===== config.mk =====
export PLATFORM = sky130hd
export DESIGN_NAME = tli_ctrl
export DESIGN_NICKNAME = d
export VERILOG_FILES = /design/src/rtl/table_linear_interpolator_defines.svh /design/src/rtl/tli_pkg.sv /design/src/rtl/tli_ctrl.sv
export SDC_FILE = /design/constraint.sdc
export NUM_CORES = 1
export LEC_CHECK = 0
export BUFFER_PORTS_ARGS = -buffer_cell sky130_fd_sc_hd__buf_2
export CORE_MARGIN = 8
export CORE_UTILIZATION = 50
export CTS_CLUSTER_DIAMETER = 150
export DETAILED_ROUTE_END_ITERATION = 8
export PLACE_DENSITY = 0.75
export SLEW_MARGIN = 5
export SYNTH_ARGS = -nofsm -noshare
export SYNTH_HDL_FRONTEND = slang
export SYNTH_SLANG_ARGS = --single-unit

===== constraint.sdc =====
create_clock -name clk -period 2.9 [get_ports clk]
set_input_delay 0.87 -clock clk [delete_from_list [all_inputs] [get_ports clk]]
set_output_delay 0.87 -clock clk [all_outputs]
set_load 0.02 [all_outputs]

===== src/rtl/table_linear_interpolator_defines.svh =====
// Assertion helpers for the interpolator; clk and rst_n must be in scope where used.
`ifndef TABLE_LINEAR_INTERPOLATOR_DEFINES_SVH
`define TABLE_LINEAR_INTERPOLATOR_DEFINES_SVH

// Same-cycle implication.
`define TLI_ASSERT_IMP(lbl, ante, cons) \
    lbl: assert property (@(posedge clk) disable iff (!rst_n) (ante) |-> (cons)) \
        else $error("tli: same-cycle check failed");

// Next-cycle implication.
`define TLI_ASSERT_NEXT(lbl, ante, cons) \
    lbl: assert property (@(posedge clk) disable iff (!rst_n) (ante) |=> (cons)) \
        else $error("tli: next-cycle check failed");

`endif


===== src/rtl/tli_pkg.sv =====
package tli_pkg;

    localparam int TABLE_DEPTH_DEF = 256;
    localparam int POINT_WIDTH_DEF = 40;

    // Fixed field widths
    localparam int INDEX_FIELD_W = 8;
    localparam int POINT_FIELD_W = 40;
    localparam int VALUE_W       = 32;
    localparam int RESULT_W      = 48;
    localparam int GAIN_W        = 10;
    localparam int CFG_DATA_W    = 10;
    localparam int CFG_INDEX_W   = 1;

    // Arithmetic widths: capped quotient, interpolated value, gain product
    localparam int QUOT_CAP_BIT = 50;
    localparam int M_W          = QUOT_CAP_BIT + 1;
    localparam int V_W          = M_W + 2;
    localparam int GP_W         = 64;

    localparam logic signed [GP_W-1:0] RES_MAX = 64'sh0000_7FFF_FFFF_FFFF;
    localparam logic signed [GP_W-1:0] RES_MIN = 64'shFFFF_8000_0000_0000;

    typedef logic [CFG_INDEX_W-1:0] cfg_index_t;
    localparam cfg_index_t CFG_LAST_INDEX = 1'b0;
    localparam cfg_index_t CFG_GAIN       = 1'b1;

    localparam logic [INDEX_FIELD_W-1:0] LAST_INDEX_RESET = 8'd205;
    localparam logic [GAIN_W-1:0]        GAIN_RESET       = 10'd100;

    localparam logic OP_LOAD  = 1'b0;
    localparam logic OP_QUERY = 1'b1;

    typedef logic [1:0] region_t;
    localparam region_t REGION_INSIDE = 2'd0;
    localparam region_t REGION_BELOW  = 2'd1;
    localparam region_t REGION_ABOVE  = 2'd2;

    typedef struct packed {
        logic                     opcode;
        logic [INDEX_FIELD_W-1:0] entry_index;
        logic [POINT_FIELD_W-1:0] entry_point;
        logic [VALUE_W-1:0]       entry_value;
        logic [POINT_FIELD_W-1:0] query_point;
    } tli_in_t;

    typedef struct packed {
        logic signed [RESULT_W-1:0] result_value;
        logic [INDEX_FIELD_W-1:0]   segment_low;
        region_t                    region;
        logic                       div_fault;
    } tli_out_t;

    typedef struct packed {
        logic capture;
        logic slot_calc;
        logic mem_write;
        logic search;
        logic fetch_hi;
        logic cap_lo;
        logic prep;
        logic mul_lo;
        logic mul_hi;
        logic div_step;
        logic combine;
        logic scale;
        logic out_load;
    } tli_cmd_t;

    typedef struct packed {
        logic in_is_query;
        logic search_done;
        logic fault;
        logic div_done;
        logic out_free;
    } tli_status_t;

endpackage


===== src/rtl/tli_ctrl.sv =====
module tli_ctrl
    import tli_pkg::*;
(
    input  logic        clk,
    input  logic        rst_n,
    input  logic        in_valid,
    output logic        in_ready,
    input  tli_status_t status,
    output tli_cmd_t    cmd
);

    typedef enum logic [12:0] {
        S_IDLE       = 13'b0_0000_0000_0001,
        S_LOAD_SLOT  = 13'b0_0000_0000_0010,
        S_LOAD_WRITE = 13'b0_0000_0000_0100,
        S_SEARCH     = 13'b0_0000_0000_1000,
        S_FETCH_LO   = 13'b0_0000_0001_0000,
        S_FETCH_HI   = 13'b0_0000_0010_0000,
        S_FETCH_WAIT = 13'b0_0000_0100_0000,
        S_MUL_LO     = 13'b0_0000_1000_0000,
        S_MUL_HI     = 13'b0_0001_0000_0000,
        S_DIVIDE     = 13'b0_0010_0000_0000,
        S_COMBINE    = 13'b0_0100_0000_0000,
        S_SCALE      = 13'b0_1000_0000_0000,
        S_EMIT       = 13'b1_0000_0000_0000
    } state_t;

    state_t state_reg;
    state_t state_next;

    assign in_ready = state_reg == S_IDLE;

    always_comb
    begin
        state_next = state_reg;
        cmd        = '0;
        case (state_reg)
            S_IDLE:
            begin
                if (in_valid)
                begin
                    cmd.capture = 1'b1;
                    state_next  = status.in_is_query ? S_SEARCH : S_LOAD_SLOT;
                end
            end
            S_LOAD_SLOT:
            begin
                cmd.slot_calc = 1'b1;
                state_next    = S_LOAD_WRITE;
            end
            S_LOAD_WRITE:
            begin
                cmd.mem_write = 1'b1;
                state_next    = S_IDLE;
            end
            S_SEARCH:
            begin
                cmd.search = 1'b1;
                if (status.search_done)
                    state_next = S_FETCH_LO;
            end
            S_FETCH_LO:
                state_next = S_FETCH_HI;
            S_FETCH_HI:
            begin
                cmd.fetch_hi = 1'b1;
                cmd.cap_lo   = 1'b1;
                state_next   = S_FETCH_WAIT;
            end
            S_FETCH_WAIT:
            begin
                cmd.prep   = 1'b1;
                state_next = S_MUL_LO;
            end
            S_MUL_LO:
            begin
                // equal breakpoints: skip the divide, keep the lower value
                if (status.fault)
                    state_next = S_COMBINE;
                else
                begin
                    cmd.mul_lo = 1'b1;
                    state_next = S_MUL_HI;
                end
            end
            S_MUL_HI:
            begin
                cmd.mul_hi = 1'b1;
                state_next = S_DIVIDE;
            end
            S_DIVIDE:
            begin
                cmd.div_step = 1'b1;
                if (status.div_done)
                    state_next = S_COMBINE;
            end
            S_COMBINE:
            begin
                cmd.combine = 1'b1;
                state_next  = S_SCALE;
            end
            S_SCALE:
            begin
                cmd.scale  = 1'b1;
                state_next = S_EMIT;
            end
            S_EMIT:
            begin
                // hold until the output register frees up
                if (status.out_free)
                begin
                    cmd.out_load = 1'b1;
                    state_next   = S_IDLE;
                end
            end
            default:
                state_next = S_IDLE;
        endcase
    end

    always_ff @(posedge clk or negedge rst_n)
    begin
        if (!rst_n)
            state_reg <= S_IDLE;
        else
            state_reg <= state_next;
    end

endmodule


**Yosys cells after proc, flatten, opt, wreduce, memory -nomap -nowiden**

Cells that the tools add are included.

- Bits in registers: 13
- Bits of input ports: 8
- Output and inout bits: 14
- Word-level logic and storage cells: 41

- Equality and inequality tests: 17
- Multiplexer cells: 22
- Reduce and logical (&&, ||, !) cells: 1

Operators with widths:

| kind | number |
|---|---|
| $pmux 13 s12 | 1 |
| $mux 13 | 4 |
| $mux 1 | 14 |
| $eq 13x1->1 const B | 1 |
| $eq 13x10->1 const B | 1 |
| $eq 13x11->1 const B | 1 |
| $eq 13x12->1 const B | 1 |
| $eq 13x13->1 const B | 1 |
| $eq 13x2->1 const B | 1 |
| $eq 13x3->1 const B | 1 |
| $eq 13x4->1 const B | 1 |
| $eq 13x5->1 const B | 1 |
| $eq 13x6->1 const B | 1 |
| $eq 13x7->1 const B | 1 |
| $eq 13x8->1 const B | 1 |
| $eq 13x9->1 const B | 1 |
| $mux 11 | 1 |
| $ne 2x2->1 const B | 4 |
| $mux 4 | 1 |
| $reduce_and 4->1 | 1 |
| $mux 2 | 1 |

**Logic depth before layout (Yosys ltp)**

- Word-level depth: 3
- Depth in mapped cells: 7
- Mapped depth without buffers: 6

**Worst setup path before layout**

No wires, ideal clock.

- Path kind: register -> output
- From: register state_reg[10]
- To: output cmd[8] (netlist bit)
- Arrival time: 2.183 ns
- Data required time: 2.030 ns
- Setup slack: -0.153 ns
- Cell stages (with the launch flop): 7
- Path buffers: 2
- Cell sequence: dfrtp_1 -> clkbuf_1 -> nor4_1 -> nand3_1 -> or3_1 -> nor3b_1 -> buf_4

RTL lines:

| item | RTL line | source |
|---|---|---|
| start: declaration | tli_ctrl.sv:28 | `state_t state_reg;` |
| start signal: assignment | tli_ctrl.sv:126 | `state_reg <= state_next;` |
| end: declaration | tli_ctrl.sv:9 | `output tli_cmd_t cmd` |

==> results_dict.tcl <==
set metrics [dict create \
    synth_top_area_frac 0.327 \
    r2r_setup_slack_ns 0.89 \
    power_frac_seq 0.309 \
    rsz0062_at_grt "yes" \
    hp-class "input port to asynchronous set/reset pin" \
    total_power_mw 0.929 \
    p_clk_frac 0.121 \
    firstDrtPassIters 4 \
    via_count 905 \
    n_antenna_cell 0 \
    yosysTopAreaCell "dfrtp_1" \
    worst_clock_skew_ns 0.000491 \
    required_ns 2.03 \
    arrival_ns 2.04 \
    synth_fp_nets 105 \
    netlist_area_um2 917 \
    ys_ff_latch 13 \
    wire_per_inst_um 17.1 \
    core_area_um2 1730 \
    final_cell_mix "buf_4 (18), buf_2 (16), nor2_1 (7), dfrtp_2 (7)" \
    fin_ws_ns -0.00965 \
    clk_path_buf_depth 2 \
    r2r.worst_path.cells 6 \
    post-place-ws_ns 0.214 \
    cts_made_buffers 3 \
    initial_utilization 0.531 \
    grt_pass1_wl_um 3760 \
    crit_path_end "cmd[3]" \
    cts_root_buf "clkbuf_4" \
    cts_tree "built" \
    synth_edf_count 0 \
    wl_um 2600 \
    setup_tns_ns -0.00965 \
    clk_pin_slew_worst_paths_ns 0.08 \
    grt-ovfl-total 0 \
    met1_usage 0.163 \
    cp-start-kind "register" \
    ir_worst_vdd_v 0.000648 \
    fp.dieW_um 58.8 \
    grt_pass1_vias 811 \
    regArea_um2 335 \
    area_delta_synth_final_pct 33.2 \
    fmax_mhz 344 \
    r2r_start "state_reg[6]$_DFFE_PN0P_" \
    p_leak_nw 0.580 \
    drtAntennaViolNets 0 \
    viasPerCell 5.95 \
    status "finished with violations" \
    met3_usage 0.0522 \
    layout_commonest_cell "buf_4" \
    worstSkewPairLatency_ns 0.27 \
    antenna_found_initial 0 \
    max-cap-violations 0 \
    crit_start "state_reg[11]$_DFFE_PN0P_" \
    final_core_util 0.707 \
    final_hold_viol_count 0 \
    post-route-period-util 1.00 \
    drt-initial-drc-count 46 \
    multi_input_area_um2 582 \
    io_buffers 21 \
    drive_above_1_share 0.512 \
    stdcell_count 152 \
    synth_cell_types 42 \
    cts_max_level 1 \
    async_reset_ff_frac 1.00 \
    nFillCells 138 \
    synth_ff_type "dfrtp_1" \
    finalSetupViolCount 1 \
    relSlewSlack 0.614 \
    gp_congestion 0.835 \
    postCtsHoldBufs 0 \
    p_int_mw 0.513 \
    holdWs_ns 0.473 \
    grt_most_used_layer "met2" \
    avgSynthCellArea_um2 9.45 \
    dpl.cell_count 136 \
    placed_cell_area_um2 1020 \
    nNetsFinal 136 \
    cp-end-kind "output port" \
    tightest_slew_ns 0.579 \
    grt_max_degree 14 \
    die_h_um 58.8 \
    critPathKind "register to output port" \
    hpwl_um 1650 \
    p_sw_mw 0.416 \
    rows 15 \
    cts_sinks 13 \
    drv_slew 0 \
    synth_warnings 0 \
    synthTopCellsByArea "dfrtp_1 (33%), nor4_4 (4.6%), nor3b_1 (4.1%)" \
    min_period_ns 2.91 \
    power_density_nw_per_um2 761 \
    seq_area_frac_synth 0.356 \
    sw_frac_of_total 0.448 \
    worstReg2RegEnd "state_reg[3]$_DFFE_PN0P_" \
    violations "negative setup slack" \
    synth_cells 97 \
    grt_use_met2 0.232 \
    fin_area_um2 1220 \
    gr-usage-all-layers 0.137 \
    crit_path_max_fanout 6 \
    io_pins 22 \
    largest_register_ff_count 13 \
    combPwrFrac 0.570 \
    dieArea_um2 3460 \
    drc_errors 0 \
]
power by group through the flow:
stage / clock network, mW / registers, mW / logic [mW]
2_1_floorplan: 0 / 0.229 / 0.367
3_3_place_gp: 0 / 0.281 / 0.418
3_5_place_dp: 0 / 0.280 / 0.422
4_1_cts: 0.116 / 0.276 / 0.434
5_1_grt: 0.125 / 0.290 / 0.578
6_report: 0.112 / 0.287 / 0.530
how the worst min path moves through the flow:
| stage | slack [ns] | end | start |
|---|---|---|---|
| global placement | 0.64 | state_reg[11]$_DFFE_PN0P_ | state_reg[11]$_DFFE_PN0P_ |
| CTS | 0.47 | state_reg[9]$_DFFE_PN0P_ | rst_n |
| finish | 0.47 | state_reg[9]$_DFFE_PN0P_ | rst_n |
| floorplan | 0.57 | state_reg[10]$_DFFE_PN0P_ | rst_n |
| global route | 0.47 | state_reg[9]$_DFFE_PN0P_ | rst_n |
| detailed placement | 0.64 | state_reg[2]$_DFFE_PN0P_ | state_reg[3]$_DFFE_PN0P_ |
cell type report:
class | count | area share
inverters | 5 | 0.0154
clock inverters | 1 | 0.00410
flip-flops and latches | 13 | 0.275
repair buffers | 35 | 0.185
multi-input cells | 70 | 0.476
well taps | 25 | 0.0256
clock buffers | 3 | 0.0184
synthesized netlist by cell type (3+ instances only):
cell type,n
nor4b_1,3
nor3b_1,5
nor4_1,5
xor2_1,3
inv_1,4
and4_1,3
nor3_1,3
nor2_1,7
o21ai_0,5
or3_1,4
buf_2,3
nand2b_1,3
clkbuf_1,4
dfrtp_1,12
worst max-delay path, stage by stage (launching register included):
cell and delay, ns:
dfrtp_2 0.48, buf_4 0.17, or4_1 0.57, nor4_4 0.34, buf_4 0.20
logic make-up after synthesis:
| logic type | share of synthesized area |
|---|---|
| and+or+nand+nor | 0.412 |
| AOI/OAI and AO/OA | 0.130 |
| buffers and inverters | 0.0737 |
| DFF | 0.356 |
| xor gates and xnor gates | 0.0287 |
what timing repair did:
item                                    CTS  global route
pin swaps                                 1             5
endpoints found under the setup margin    4             7
resized for setup                         5            18
setup buffers                             5             7
metal layers:
metal | share of wire | up-vias | routed length (um)
li1 | - | 427 | -
met1 | 0.42 | 441 | 1100
met2 | 0.49 | 33 | 1290
met3 | 0.072 | 4 | 186
met4 | 0.011 | 0 | 28
met5 | 0 | - | 0
Power figures use the tool's default switching activity.
